$ cat src/rtl/mpps_pkg.sv
// ============================================================================
// mpps_pkg: shared constants and types for the process scheduler
// Sizes, command and mode codes, controller states and the control bundle
// between the scheduler controller and its datapath.
// ============================================================================
`default_nettype none

package mpps_pkg;

  localparam int NUM_PROCESSES = 4;
  localparam int PRIORITY_BITS = 8;
  localparam int SHARE_BITS    = 8;
  localparam int RANDOM_TRIES  = 16;

  localparam int ID_W  = $clog2(NUM_PROCESSES + 1);
  localparam int IDX_W = $clog2(NUM_PROCESSES);

  localparam int CMD_W      = 2;
  localparam int ARG_W      = 8;
  localparam int RUN_W      = 3;
  localparam int MODE_W     = 3;
  localparam int CFG_IDX_W  = 1;
  localparam int CFG_DATA_W = 32;
  localparam int IN_DATA_W  = 16;
  localparam int OUT_DATA_W = 8;

  localparam int GEN_W  = 32;
  localparam int HALF_W = 16;
  localparam logic [HALF_W-1:0] MWC_MULT = 16'd36969;
  localparam logic [HALF_W-1:0] MWC_LOW  = 16'd65535;

  // share scan needs NUM_PROCESSES+2 passes, random needs RANDOM_TRIES draws
  localparam int ITER_MAX = (RANDOM_TRIES > NUM_PROCESSES + 2) ? RANDOM_TRIES
                                                               : NUM_PROCESSES + 2;
  localparam int ITER_W   = $clog2(ITER_MAX);

  localparam logic [CMD_W-1:0] CMD_SCHEDULE  = 2'd0;
  localparam logic [CMD_W-1:0] CMD_EXIT      = 2'd1;
  localparam logic [CMD_W-1:0] CMD_SET_PRIO  = 2'd2;
  localparam logic [CMD_W-1:0] CMD_SET_SHARE = 2'd3;

  localparam logic [MODE_W-1:0] MODE_RR     = 3'd0;
  localparam logic [MODE_W-1:0] MODE_LOWEST = 3'd1;
  localparam logic [MODE_W-1:0] MODE_PRIO   = 3'd2;
  localparam logic [MODE_W-1:0] MODE_SHARE  = 3'd3;
  localparam logic [MODE_W-1:0] MODE_RANDOM = 3'd4;

  localparam logic [CFG_IDX_W-1:0] CFG_POLICY_MODE = 1'd0;
  localparam logic [CFG_IDX_W-1:0] CFG_RANDOM_SEED = 1'd1;

  typedef enum logic [1:0] {
    S_IDLE,
    S_RUN,
    S_DONE
  } state_t;

  typedef struct packed {
    logic accept;    // latch the incoming event
    logic step;      // run one scheduling pass
    logic load_out;  // move the result into the output register
  } dp_cmd_t;

  typedef struct packed {
    logic done;      // current pass finishes the event
  } dp_sts_t;

endpackage

`default_nettype wire

$ cat src/rtl/mpps_ctrl.sv
// ============================================================================
// mpps_ctrl: scheduler sequencer
// Takes one event, steps the datapath until it reports a result, then hands
// the result to the output register when that register is free.
// ============================================================================
`default_nettype none

module mpps_ctrl (
  input  wire logic             clk,
  input  wire logic             rst_n,
  input  wire logic             in_tvalid,
  output logic                  in_tready,
  output logic                  out_tvalid,
  input  wire logic             out_tready,
  input  wire mpps_pkg::dp_sts_t sts,
  output mpps_pkg::dp_cmd_t     cmd
);

  mpps_pkg::state_t state_r, state_nxt;
  logic             out_valid_r, out_valid_nxt;
  logic             slot_free;

  assign slot_free  = !out_valid_r || out_tready;
  assign out_tvalid = out_valid_r;

  always_comb begin
    state_nxt = state_r;
    unique case (state_r)
      mpps_pkg::S_IDLE: begin
        if (in_tvalid) state_nxt = mpps_pkg::S_RUN;
      end
      mpps_pkg::S_RUN: begin
        if (sts.done) state_nxt = mpps_pkg::S_DONE;
      end
      mpps_pkg::S_DONE: begin
        if (slot_free) state_nxt = mpps_pkg::S_IDLE;
      end
      default: state_nxt = mpps_pkg::S_IDLE;
    endcase
  end

  always_comb begin
    in_tready    = 1'b0;
    cmd.accept   = 1'b0;
    cmd.step     = 1'b0;
    cmd.load_out = 1'b0;
    unique case (state_r)
      mpps_pkg::S_IDLE: begin
        in_tready  = 1'b1;
        cmd.accept = in_tvalid;
      end
      mpps_pkg::S_RUN: begin
        cmd.step = 1'b1;
      end
      mpps_pkg::S_DONE: begin
        cmd.load_out = slot_free;
      end
      default: begin
        in_tready = 1'b0;
      end
    endcase
  end

  always_comb begin
    if (cmd.load_out) begin
      out_valid_nxt = 1'b1;
    end else if (out_tready) begin
      out_valid_nxt = 1'b0;
    end else begin
      out_valid_nxt = out_valid_r;
    end
  end

  always_ff @(posedge clk) begin
    if (!rst_n) begin
      state_r     <= mpps_pkg::S_IDLE;
      out_valid_r <= 1'b0;
    end else begin
      state_r     <= state_nxt;
      out_valid_r <= out_valid_nxt;
    end
  end

endmodule

`default_nettype wire

$ cat src/rtl/mpps_dp.sv
// ============================================================================
// mpps_dp: scheduler datapath
// Holds the run mask, priority and share tables, rotation state and the
// random generator; evaluates one scheduling pass per step.
// ============================================================================
`default_nettype none

module mpps_dp (
  input  wire logic                                clk,
  input  wire logic                                rst_n,
  input  wire mpps_pkg::dp_cmd_t                   cmd,
  output mpps_pkg::dp_sts_t                        sts,
  input  wire logic [mpps_pkg::CMD_W-1:0]          in_command,
  input  wire logic [mpps_pkg::ARG_W-1:0]          in_argument,
  input  wire logic                                cfg_wr_en,
  input  wire logic [mpps_pkg::CFG_IDX_W-1:0]      cfg_index,
  input  wire logic [mpps_pkg::CFG_DATA_W-1:0]     cfg_wdata,
  output logic      [mpps_pkg::RUN_W-1:0]          out_run_id,
  output logic                                     out_none_runnable
);

  localparam int N     = mpps_pkg::NUM_PROCESSES;
  localparam int ID_W  = mpps_pkg::ID_W;
  localparam int IDX_W = mpps_pkg::IDX_W;
  localparam int PB    = mpps_pkg::PRIORITY_BITS;
  localparam int SB    = mpps_pkg::SHARE_BITS;
  localparam int IT_W  = mpps_pkg::ITER_W;
  localparam int GW    = mpps_pkg::GEN_W;
  localparam int HW    = mpps_pkg::HALF_W;

  // --------------------------------------------------------------------------
  // helpers
  // --------------------------------------------------------------------------
  function automatic logic in_mask(logic [N-1:0] m, logic [ID_W-1:0] id);
    logic [ID_W-1:0] t;
    t = id - ID_W'(1);
    return (id != '0) && (id <= ID_W'(N)) && m[t[IDX_W-1:0]];
  endfunction

  // first id in m after start, wrapping; start itself comes last
  function automatic logic [ID_W-1:0] first_after(logic [N-1:0] m, logic [ID_W-1:0] start);
    logic [ID_W-1:0] s;
    logic [ID_W-1:0] id;
    logic [ID_W-1:0] res;
    logic [ID_W:0]   sum;
    s   = (start > ID_W'(N)) ? '0 : start;
    res = '0;
    for (int k = N; k >= 1; k--) begin
      sum = {1'b0, s} + (ID_W+1)'(k - 1);
      if (sum >= (ID_W+1)'(N)) sum = sum - (ID_W+1)'(N);
      id = sum[ID_W-1:0] + ID_W'(1);
      if (in_mask(m, id)) res = id;
    end
    return res;
  endfunction

  function automatic logic [PB-1:0] sat_prio(logic [mpps_pkg::ARG_W-1:0] a);
    logic [PB-1:0] v;
    if (PB < mpps_pkg::ARG_W && (a >> PB) != '0) v = '1;
    else v = PB'(a);
    return v;
  endfunction

  function automatic logic [SB-1:0] sat_share(logic [mpps_pkg::ARG_W-1:0] a);
    logic [SB-1:0] v;
    if (SB < mpps_pkg::ARG_W && (a >> SB) != '0) v = '1;
    else v = SB'(a);
    return v;
  endfunction

  // --------------------------------------------------------------------------
  // state
  // --------------------------------------------------------------------------
  logic [mpps_pkg::MODE_W-1:0] mode_r, mode_nxt;
  logic [N-1:0]                mask_r, mask_nxt;
  logic [PB-1:0]               prio_r  [N];
  logic [PB-1:0]               prio_nxt[N];
  logic [SB-1:0]               share_r  [N];
  logic [SB-1:0]               share_nxt[N];
  logic [ID_W-1:0]             cur_r, cur_nxt;
  logic [ID_W-1:0]             rp_r, rp_nxt;
  logic [SB-1:0]               q_r, q_nxt;
  logic [GW-1:0]               gen_r, gen_nxt;
  logic [mpps_pkg::CMD_W-1:0]  cmd_r, cmd_nxt;
  logic [mpps_pkg::ARG_W-1:0]  arg_r, arg_nxt;
  logic [IT_W-1:0]             iter_r, iter_nxt;
  logic [ID_W-1:0]             res_run_r, res_run_nxt;
  logic                        res_none_r, res_none_nxt;
  logic [mpps_pkg::RUN_W-1:0]  out_run_r, out_run_nxt;
  logic                        out_none_r, out_none_nxt;

  // --------------------------------------------------------------------------
  // pass evaluation
  // --------------------------------------------------------------------------
  logic [PB-1:0]   best;
  logic [N-1:0]    cand;
  logic            rp_oor, reload;
  logic [ID_W-1:0] rp_b, rp_bi, rp_inc, cur_i;
  logic [SB-1:0]   share_rd, q_b;
  logic [GW-1:0]   prod, gen_new;
  logic [ID_W-1:0] draw_r, draw_id;
  logic [ID_W-1:0] pick;
  logic            picked;
  logic            cur_ok;
  logic            done;

  always_comb begin
    best = '0;
    for (int i = 0; i < N; i++) begin
      if (mask_r[i] && prio_r[i] > best) best = prio_r[i];
    end
    for (int i = 0; i < N; i++) begin
      cand[i] = mask_r[i] && (prio_r[i] == best);
    end
  end

  always_comb begin
    rp_oor   = (rp_r == '0) || (rp_r > ID_W'(N));
    reload   = rp_oor || (q_r == '0);
    rp_inc   = (rp_r >= ID_W'(N)) ? ID_W'(1) : rp_r + ID_W'(1);
    rp_b     = rp_oor ? ID_W'(1) : ((q_r == '0) ? rp_inc : rp_r);
    rp_bi    = rp_b - ID_W'(1);
    share_rd = share_r[rp_bi[IDX_W-1:0]];
    // a zero share counts as one quantum
    if (reload) q_b = (share_rd == '0) ? SB'(1) : share_rd;
    else q_b = q_r;
  end

  // multiply-with-carry generator
  assign prod    = GW'(mpps_pkg::MWC_MULT) * GW'(gen_r[HW-1:0] & mpps_pkg::MWC_LOW);
  assign gen_new = prod + GW'(gen_r[GW-1:HW]);
  assign draw_r  = ID_W'(gen_new % N);
  assign draw_id = (draw_r == '0) ? ID_W'(N) : draw_r;

  assign cur_ok = in_mask('1, cur_r);
  assign cur_i  = cur_r - ID_W'(1);

  always_comb begin
    mode_nxt     = mode_r;
    mask_nxt     = mask_r;
    prio_nxt     = prio_r;
    share_nxt    = share_r;
    cur_nxt      = cur_r;
    rp_nxt       = rp_r;
    q_nxt        = q_r;
    gen_nxt      = gen_r;
    cmd_nxt      = cmd_r;
    arg_nxt      = arg_r;
    iter_nxt     = iter_r;
    res_run_nxt  = res_run_r;
    res_none_nxt = res_none_r;
    out_run_nxt  = out_run_r;
    out_none_nxt = out_none_r;
    pick         = '0;
    picked       = 1'b0;
    done         = 1'b0;

    if (cmd.accept) begin
      cmd_nxt  = in_command;
      arg_nxt  = in_argument;
      iter_nxt = '0;
      // exit drops the running process before the pick
      if (in_command == mpps_pkg::CMD_EXIT && cur_ok) begin
        mask_nxt = mask_r & ~(N'(1) << cur_i[IDX_W-1:0]);
      end
    end

    if (cmd.step) begin
      if (cmd_r == mpps_pkg::CMD_SET_PRIO || cmd_r == mpps_pkg::CMD_SET_SHARE) begin
        done = 1'b1;
        if (cur_ok) begin
          if (cmd_r == mpps_pkg::CMD_SET_PRIO) prio_nxt[cur_i[IDX_W-1:0]] = sat_prio(arg_r);
          else share_nxt[cur_i[IDX_W-1:0]] = sat_share(arg_r);
          res_run_nxt  = cur_r;
          res_none_nxt = 1'b0;
        end else begin
          res_run_nxt  = '0;
          res_none_nxt = (mask_r == '0);
        end
      end else if (mask_r == '0) begin
        done         = 1'b1;
        cur_nxt      = '0;
        res_run_nxt  = '0;
        res_none_nxt = 1'b1;
      end else begin
        unique case (mode_r)
          mpps_pkg::MODE_LOWEST: begin
            pick   = first_after(mask_r, '0);
            picked = 1'b1;
          end
          mpps_pkg::MODE_PRIO: begin
            pick   = first_after(cand, rp_r);
            rp_nxt = pick;
            picked = 1'b1;
          end
          mpps_pkg::MODE_SHARE: begin
            rp_nxt = rp_b;
            if (in_mask(mask_r, rp_b)) begin
              q_nxt  = q_b - SB'(1);
              pick   = rp_b;
              picked = 1'b1;
            end else begin
              // a stopped process under the pointer forfeits its quanta
              q_nxt    = '0;
              iter_nxt = iter_r + IT_W'(1);
              if (iter_r == IT_W'(N + 1)) begin
                pick   = first_after(mask_r, '0);
                picked = 1'b1;
              end
            end
          end
          mpps_pkg::MODE_RANDOM: begin
            gen_nxt = gen_new;
            if (in_mask(mask_r, draw_id)) begin
              pick   = draw_id;
              picked = 1'b1;
            end else begin
              iter_nxt = iter_r + IT_W'(1);
              if (iter_r == IT_W'(mpps_pkg::RANDOM_TRIES - 1)) begin
                pick   = first_after(mask_r, draw_id);
                picked = 1'b1;
              end
            end
          end
          default: begin
            pick   = first_after(mask_r, cur_r);
            picked = 1'b1;
          end
        endcase
        if (picked) begin
          done         = 1'b1;
          cur_nxt      = pick;
          res_run_nxt  = pick;
          res_none_nxt = 1'b0;
        end
      end
    end

    if (cfg_wr_en) begin
      if (cfg_index == mpps_pkg::CFG_POLICY_MODE) begin
        mode_nxt = cfg_wdata[mpps_pkg::MODE_W-1:0];
      end else if (cfg_index == mpps_pkg::CFG_RANDOM_SEED) begin
        gen_nxt = cfg_wdata[GW-1:0];
      end
    end

    if (cmd.load_out) begin
      out_run_nxt  = mpps_pkg::RUN_W'(res_run_r);
      out_none_nxt = res_none_r;
    end
  end

  assign sts.done          = done;
  assign out_run_id        = out_run_r;
  assign out_none_runnable = out_none_r;

  always_ff @(posedge clk) begin
    if (!rst_n) begin
      mode_r  <= mpps_pkg::MODE_RR;
      mask_r  <= '1;
      cur_r   <= '0;
      rp_r    <= '0;
      q_r     <= '0;
      gen_r   <= GW'(1);
      for (int i = 0; i < N; i++) begin
        prio_r[i]  <= '0;
        share_r[i] <= '0;
      end
    end else begin
      mode_r  <= mode_nxt;
      mask_r  <= mask_nxt;
      cur_r   <= cur_nxt;
      rp_r    <= rp_nxt;
      q_r     <= q_nxt;
      gen_r   <= gen_nxt;
      prio_r  <= prio_nxt;
      share_r <= share_nxt;
    end
  end

  always_ff @(posedge clk) begin
    cmd_r      <= cmd_nxt;
    arg_r      <= arg_nxt;
    iter_r     <= iter_nxt;
    res_run_r  <= res_run_nxt;
    res_none_r <= res_none_nxt;
    out_run_r  <= out_run_nxt;
    out_none_r <= out_none_nxt;
  end

endmodule

`default_nettype wire

$ cat src/rtl/multi_policy_process_scheduler.sv
// ============================================================================
// multi_policy_process_scheduler: picks the next of four processes to run
//
// Input stream (in_*): one scheduling event per transfer: schedule, exit of
// the running process, set its priority or set its share. Output stream
// (out_*): one result per event, the id to run (1..4, 0 for none) and a
// flag that is set when no process is runnable.
// Config port: cfg_index 0 writes the policy mode, 1 writes the random seed
// (which also reloads the generator). Write only while no event is in flight.
// The event is taken in the idle state, its passes run in the run state
// and the done state loads the output register when that register is free.
// Round robin, lowest id, priority and set commands take one pass; share
// mode walks one process per cycle (up to 6 passes); random mode makes one
// generator draw per cycle (up to 16 passes). One event is worked at a time.
// The output register frees the input side: a new event is taken while an
// earlier result waits; a finished result stalls only when the previous one
// has not been taken yet.
// Reset (rst_n low, synchronous): all processes runnable, tables zero, no
// process running, round robin mode, generator state one, no result valid.
// ============================================================================
`default_nettype none

module multi_policy_process_scheduler (
  input  wire logic                                clk,
  input  wire logic                                rst_n,
  input  wire logic                                in_tvalid,
  output logic                                     in_tready,
  // [1:0] command, [9:2] argument
  input  wire logic [mpps_pkg::IN_DATA_W-1:0]      in_tdata,
  output logic                                     out_tvalid,
  input  wire logic                                out_tready,
  // [2:0] run_id, [3] none_runnable
  output logic      [mpps_pkg::OUT_DATA_W-1:0]     out_tdata,
  input  wire logic                                cfg_wr_en,
  input  wire logic [mpps_pkg::CFG_IDX_W-1:0]      cfg_index,
  input  wire logic [mpps_pkg::CFG_DATA_W-1:0]     cfg_wdata
);

  localparam int CW = mpps_pkg::CMD_W;
  localparam int AW = mpps_pkg::ARG_W;
  localparam int RW = mpps_pkg::RUN_W;

  mpps_pkg::dp_cmd_t dp_cmd;
  mpps_pkg::dp_sts_t dp_sts;
  logic [RW-1:0]     run_id;
  logic              none_runnable;

  mpps_ctrl u_ctrl (
    .clk        (clk),
    .rst_n      (rst_n),
    .in_tvalid  (in_tvalid),
    .in_tready  (in_tready),
    .out_tvalid (out_tvalid),
    .out_tready (out_tready),
    .sts        (dp_sts),
    .cmd        (dp_cmd)
  );

  mpps_dp u_dp (
    .clk               (clk),
    .rst_n             (rst_n),
    .cmd               (dp_cmd),
    .sts               (dp_sts),
    .in_command        (in_tdata[CW-1:0]),
    .in_argument       (in_tdata[CW+AW-1:CW]),
    .cfg_wr_en         (cfg_wr_en),
    .cfg_index         (cfg_index),
    .cfg_wdata         (cfg_wdata),
    .out_run_id        (run_id),
    .out_none_runnable (none_runnable)
  );

  assign out_tdata = {{(mpps_pkg::OUT_DATA_W-RW-1){1'b0}}, none_runnable, run_id};

endmodule

`default_nettype wire

$ cat config.mk
export PLATFORM = sky130hd
export DESIGN_NAME = multi_policy_process_scheduler
export DESIGN_NICKNAME = d
export VERILOG_FILES = /design/src/rtl/mpps_pkg.sv /design/src/rtl/mpps_ctrl.sv /design/src/rtl/mpps_dp.sv /design/src/rtl/multi_policy_process_scheduler.sv
export SDC_FILE = /design/constraint.sdc
export NUM_CORES = 1
export LEC_CHECK = 0
export BUFFER_PORTS_ARGS = -buffer_cell sky130_fd_sc_hd__buf_4
export CAP_MARGIN = 20
export CORE_UTILIZATION = 35
export DETAILED_ROUTE_END_ITERATION = 8
export GPL_TIMING_DRIVEN = 0
export MAX_ROUTING_LAYER = met4
export PLACE_DENSITY = 0.58
export SYNTH_ARGS = -nofsm -noshare
export SYNTH_HDL_FRONTEND = slang
export SYNTH_SLANG_ARGS = --single-unit
$ cat constraint.sdc
create_clock -name clk -period 8.5 [get_ports clk]
set_input_delay 1.7 -clock clk [delete_from_list [all_inputs] [get_ports clk]]
set_output_delay 1.7 -clock clk [all_outputs]
set_load 0.02 [all_outputs]
==> flow_summary.toml, run 1 <==
[run_status]
outcome = "finished, final reports clean"

[cells_and_area]
antenna-diode-count = 0
final_util_pct = 40.6
final_nets = 1976
multiInputGateArea_um2 = 10200
ff_latch_area_um2 = 3020
filler_cell_count = 3980
final_area_um2 = 15900
area_growth_pct = 13.1
drive_gt1_share_pct = 9.87

[worst_setup_path]
reg2reg_from = "u_dp.mask_r[0]$_SDFFE_PN1P_"
start_kind = "register"
cp_data_arrival_time_ps = 8380
reg2regPathDepth = 36
setup.worst_path.end_class = "register"
required_ps = 8670
worstSetupStartpoint = "u_dp.mask_r[0]$_SDFFE_PN1P_"
cpMaxStageDelayCell = "o31a_1"
cp_max_fo = 10
cpPeakStageDelay_ps = 380
path_class = "reg -> reg"

[clocking]
path_clk_slew_ps = 50
cts.path.max_buffers = 2
htree_num_levels = 4
cts_made_buffers = 17
cts.sinks = 142
clock_latency_ps = 450
cts_hold_buf = 0
cts_tree = "built"
clockRootBuffer = "clkbuf_16"

[floorplan]
die_x_um = 202
fp.dieArea_um2 = 40900
die_h_um = 202
coreArea_um2 = 39100
io_pins = 64
std_cell_rows = 72
initial_core_util_pct = 35.9

[synth]
synth_area_leader_cell = "dfxtp_1"
postSynthCellCount = 1593
yosysMostFrequentCell = "ha_1"
synth-seq-cells = 142
synth_area_leaders = "dfxtp_1 18%, ha_1 18%, fa_1 7.7%"
synthTopCellsByCount = "198 x ha_1, 137 x inv_1, 124 x dfxtp_1"
synthFlopType = "dfxtp_1"
ys_seq_area_share_pct = 21.6
synth_enable_flop_cells = 18
postSynth.asyncResetShare_pct = 0
synth_area_um2 = 14000
syn_avg_cell_area_um2 = 8.80
netlist.area_leader.share_pct = 17.7
yosysWarnings = 0
ys_types = 91

[run]
maxCapViolations = 0

[routing]
wl_per_cell_um = 18.9
drt_iter0_drc = 1035
routed_via_density = 5.43
dr.pass1.iters = 5
wirelength_um = 41600
drtAntennaViolNets = 0
route.detailed.drc = 0
via_count = 11900

[place]
dp_hpwl_um = 33500
gp_congestion = 0.919
placed_area_um2 = 15100
port_buffers = 52

[sta]
tightest_slew_ps = 1110
fin_setup_tns_ps = 0
drv_slew = 0
layout_min_cycle_time_ps = 8210
finalHoldViolCount = 0
setup_viol_count_final = 0
fmax_ghz = 0.122
finClkSkew_ps = 13.6
holdWs_ps = 421
max-slew-margin-rel_pct = 25.6
period_share_pct = 96.6
rsz0062_at_grt = "no"

[power_and_ir_drop]
power.density_nw_per_um2 = 150
peakVddDrop_v = 0.0000887
p_total_uw = 2380
p_leak_uw = 0.00724

[global_route]
antenna_found_initial = 0
grt-ovfl-total = 0
grt.total_usage_pct = 21.1
grt_pass1_wl_um = 64800
first_global_vias = 11700
grt_max_degree = 17

[worst_hold_path]
hp-start = "u_dp.res_run_r[0]$_DFFE_PP_"
hold_depth = 0
min_path_type = "reg -> reg"
## report_power, final
group          switching (uW)  internal (uW)
Clock                     314            467
Sequential               27.3            698
Combinational             506            365
Total                     847           1530
## per-stage QoR
stage	setup WS, ps	instances
2_1_floorplan	1210	1596
3_3_place_gp	-1160	2166
3_5_place_dp	-1130	2166
4_1_cts	8.90	2199
5_1_grt	31.8	2200
6_report	289	2200
## registers in the layout, indices dropped and copies added, names as in the netlist
signal                  count
u_dp.mode_r                 3
u_dp.share_r               32
u_dp.cur_r                  3
u_ctrl.out_tvalid           1
u_dp.arg_r                  8
u_dp.rp_r                   3
u_dp.gen_r                 32
u_dp.out_run_id             3
u_dp.res_none_r             1
u_dp.prio_r                32
u_dp.q_r                    8
u_dp.iter_r                 4
u_dp.out_none_runnable      1
u_dp.res_run_r              3
u_dp.cmd_r                  2
u_dp.mask_r                 4
u_ctrl.state_r              2
## kinds of logic (layout without fill, tap and decap cells)
group,Yosys count,after routing,share of synthesized area [%]
and+or+nand+nor,460,460,17.1
DFF,142,142,21.6
other,1,4,0.0268
AOI/OAI and AO/OA,363,363,18.0
muxes,105,105,8.40
xor gates and xnor gates,47,47,2.94
buffers and inverters,223,309,6.52
adders and majority gates,252,252,25.4
## per-layer routing
metal / global-route usage, % / vias to the layer above / routed length (um)
met5: - / - / 0
met4: 6.71 / 0 / 920
met3: 3.05 / 44 / 1860
met2: 32.3 / 284 / 18700
met1: 28.6 / 5765 / 20200
li1: - / 5844 / -
## final cells by class
| class | count | area share (%) |
|---|---|---|
| multi-input cells | 1231 | 64.5 |
| plain buffers | 83 | 2.59 |
| clock buffers | 21 | 3.04 |
| inverters | 139 | 3.29 |
| clock inverters | 10 | 0.781 |
| well taps | 518 | 4.09 |
| flip-flops and latches | 142 | 19.1 |
| repair buffers | 56 | 2.65 |
## layout by cell type, fill, tap and decap left out, types with 10 or more instances in the layout
cell type / count
a211oi_1: 10
a21o_1: 15
a21oi_1: 80
a22oi_1: 10
a31oi_1: 13
and2_1: 20
buf_4: 65
clkbuf_1: 56
clkbuf_16: 18
dfxtp_1: 124
edfxtp_1: 18
fa_1: 54
ha_1: 198
inv_1: 137
mux2i_1: 94
nand2_1: 123
nand2b_1: 20
nand3_1: 38
nand4_1: 14
nor2_1: 64
nor2b_1: 83
nor3_1: 21
nor4_1: 18
o211a_1: 20
o211ai_1: 31
o21ai_0: 58
or3_1: 10
xnor2_1: 30
xor2_1: 17
## final timing paths
kind | end | slack, ps
max | u_dp.res_run_r[0]$_DFFE_PP_ | 290
min | u_dp.out_run_id[0]$_DFFE_PP_ | 420
max reg2reg | u_dp.res_run_r[0]$_DFFE_PP_ | 290
min reg2reg | u_dp.out_run_id[0]$_DFFE_PP_ | 420
## repair_timing
action	in CTS	in global routing
endpoints found under the setup margin	9	9
pin swaps	0	6
buffers inserted	2	2
resized for setup	22	19
## worst max-delay path: cells and delay by family (launching register included)
| kind | cells | cell delay (ps) |
|---|---|---|
| buffers and inverters | 9 | 1430 |
| AO/OA/AOI/OAI | 19 | 4480 |
| adder cells (fa/ha/maj) | 3 | 790 |
| flip-flops | 1 | 320 |
| AND/OR/NAND/NOR | 5 | 860 |
Note: power is estimated with default switching activity, not from simulation.
==> run 2: changes to the inputs <==
--- a/config.mk
+++ b/config.mk
@@ -11,7 +11,6 @@
 export DETAILED_ROUTE_END_ITERATION = 8
 export GPL_TIMING_DRIVEN = 0
 export MAX_ROUTING_LAYER = met4
-export PLACE_DENSITY = 0.58
 export SYNTH_ARGS = -nofsm -noshare
 export SYNTH_HDL_FRONTEND = slang
 export SYNTH_SLANG_ARGS = --single-unit
==> flow_summary.toml, run 2 (synthesized netlist as in run 1, its figures left out) <==
[run_status]
outcome = "finished, final reports clean"

[power_and_ir_drop]
power.density_nw_per_um2 = 151
p_leak_uw = 0.00730
p_sw_uw = 922
p_comb_share_pct = 36.1
p_int_uw = 1490
pwr-share-clk_pct = 33.8
peakVddDrop_v = 0.000102
swShare_pct = 38.3
seq_power_share_pct = 30.2

[floorplan]
std_cell_rows = 72
die_x_um = 202
io_pins = 64
initial_core_util_pct = 35.9
coreArea_um2 = 39100
die_h_um = 202
fp.dieArea_um2 = 40900

[sta]
setup_viol_count_final = 0
max-slew-margin-rel_pct = 20.6
period_share_pct = 96.1
finClkSkew_ps = 12.6
drv_slew = 0
rsz0062_at_grt = "yes"
holdWs_ps = 420
layout_min_cycle_time_ps = 8170
finalHoldViolCount = 0
tightest_slew_ps = 1180
fmax_ghz = 0.122

[cells_and_area]
area_growth_pct = 14.0
final_common_cell = "ha_1"
drive_gt1_share_pct = 10.8
final_area_um2 = 16000
layout_common_cells = "198 x ha_1, 137 x inv_1, 124 x dfxtp_1"
antenna-diode-count = 0
final_nets = 1985
filler_cell_count = 4030
top_regs = "u_dp.gen_r (32), u_dp.prio_r (32), u_dp.share_r (32)"

[global_route]
grt-ovfl-total = 0
first_global_vias = 12000
grt.total_usage_pct = 22.3
antenna_found_initial = 0
grt_pass1_wl_um = 68400
grt_max_degree = 18

[routing]
dr.pass1.iters = 5
drtAntennaViolNets = 0
drt_iter0_drc = 700
via_count = 12200
routed_via_density = 5.52
wirelength_um = 43500
wl_per_cell_um = 19.7
route.detailed.drc = 0

[worst_setup_path]
setup.worst_path.end_class = "register"
cpPeakStageDelay_ps = 440
cp_data_arrival_time_ps = 8370
cpMaxStageDelayCell = "or3b_4"
cp_max_fo = 10
start_kind = "register"
required_ps = 8700
path_common_cell = "buf_6"
path_class = "reg -> reg"

[place]
dp_hpwl_um = 34300
gp_congestion = 0.978
placed_area_um2 = 15100
port_buffers = 52

[clocking]
clock_latency_ps = 470
path_clk_slew_ps = 70
cts_made_buffers = 17
htree_num_levels = 4
cts_tree = "built"
cts.sinks = 142
cts.path.max_buffers = 2
clockRootBuffer = "clkbuf_16"

[run]
maxCapViolations = 0

[worst_hold_path]
min_path_type = "reg -> reg"
==> run 2: metrics by stage <==
stage               setup TNS (ps)  std cells  power [uW]  util, %  setup slack (ps)
detailed placement           -9480       2169        1600     38.6             -1280
CTS                              0       2204        2410     40.4              24.0
finish                           0       2210        2410     40.9               330
global placement            -10140       2166        1590     38.5             -1350
global route                 -77.9       2210        2550     40.9             -35.8
floorplan                        0       1596        1360        -              1210
==> run 2: worst max-delay path: cells and delay by family, from the launching register on <==
kind | cells | cell delay, ps
AO/OA/AOI/OAI | 17 | 3860
buffers and inverters | 9 | 1440
adder cells (fa/ha/maj) | 3 | 840
flip-flops | 1 | 370
AND/OR/NAND/NOR | 7 | 1360
==> run 2: cell type report <==
cell class	instances	area, um^2	share of cell area [%]
buffer	84	425	2.66
clock buffer	17	425	2.66
timing repair buffer	64	488	3.05
multi-input combinational	1231	10300	64.2
clock inverter	15	191	1.20
inverter	139	522	3.26
tap	518	648	4.05
sequential	142	3020	18.9
==> run 2: final timing paths <==
path,startpoint,endpoint,slack [ps],cells past startpoint
worst max register to register,u_dp.mask_r[0]$_SDFFE_PN1P_,u_dp.res_run_r[2]$_DFFE_PP_,330,36
worst min-delay path,u_dp.res_run_r[1]$_DFFE_PP_,u_dp.out_run_id[1]$_DFFE_PP_,420,0
worst min register to register,u_dp.res_run_r[1]$_DFFE_PP_,u_dp.out_run_id[1]$_DFFE_PP_,420,0
worst max-delay path,u_dp.mask_r[0]$_SDFFE_PN1P_,u_dp.res_run_r[2]$_DFFE_PP_,330,36
==> run 2: timing repair <==
action / 4_1_cts / 5_1_grt
endpoints found under the setup margin: 9 / 9
pin swaps: 0 / 10
hold buffers: 0 / 0
gates resized for setup: 19 / 35
setup buffers: 3 / 6
==> run 2: power by group through the flow <==
| stage | clock network [uW] | logic (uW) | registers, uW |
|---|---|---|---|
| 2_1_floorplan | 0 | 639 | 726 |
| 3_3_place_gp | 0 | 850 | 741 |
| 3_5_place_dp | 0 | 855 | 741 |
| 4_1_cts | 819 | 865 | 726 |
| 5_1_grt | 843 | 980 | 728 |
| 6_report | 813 | 869 | 726 |
==> run 2: metal layers <==
metal | up-vias | share of wire [%] | routed length [um] | global-route usage [%]
met5 | - | 0 | 0 | -
met3 | 59 | 5.2 | 2260 | 2.48
met2 | 335 | 45 | 19700 | 34.5
met1 | 5923 | 47 | 20500 | 30.4
met4 | 0 | 2.4 | 1030 | 6.93
li1 | 5879 | - | - | -
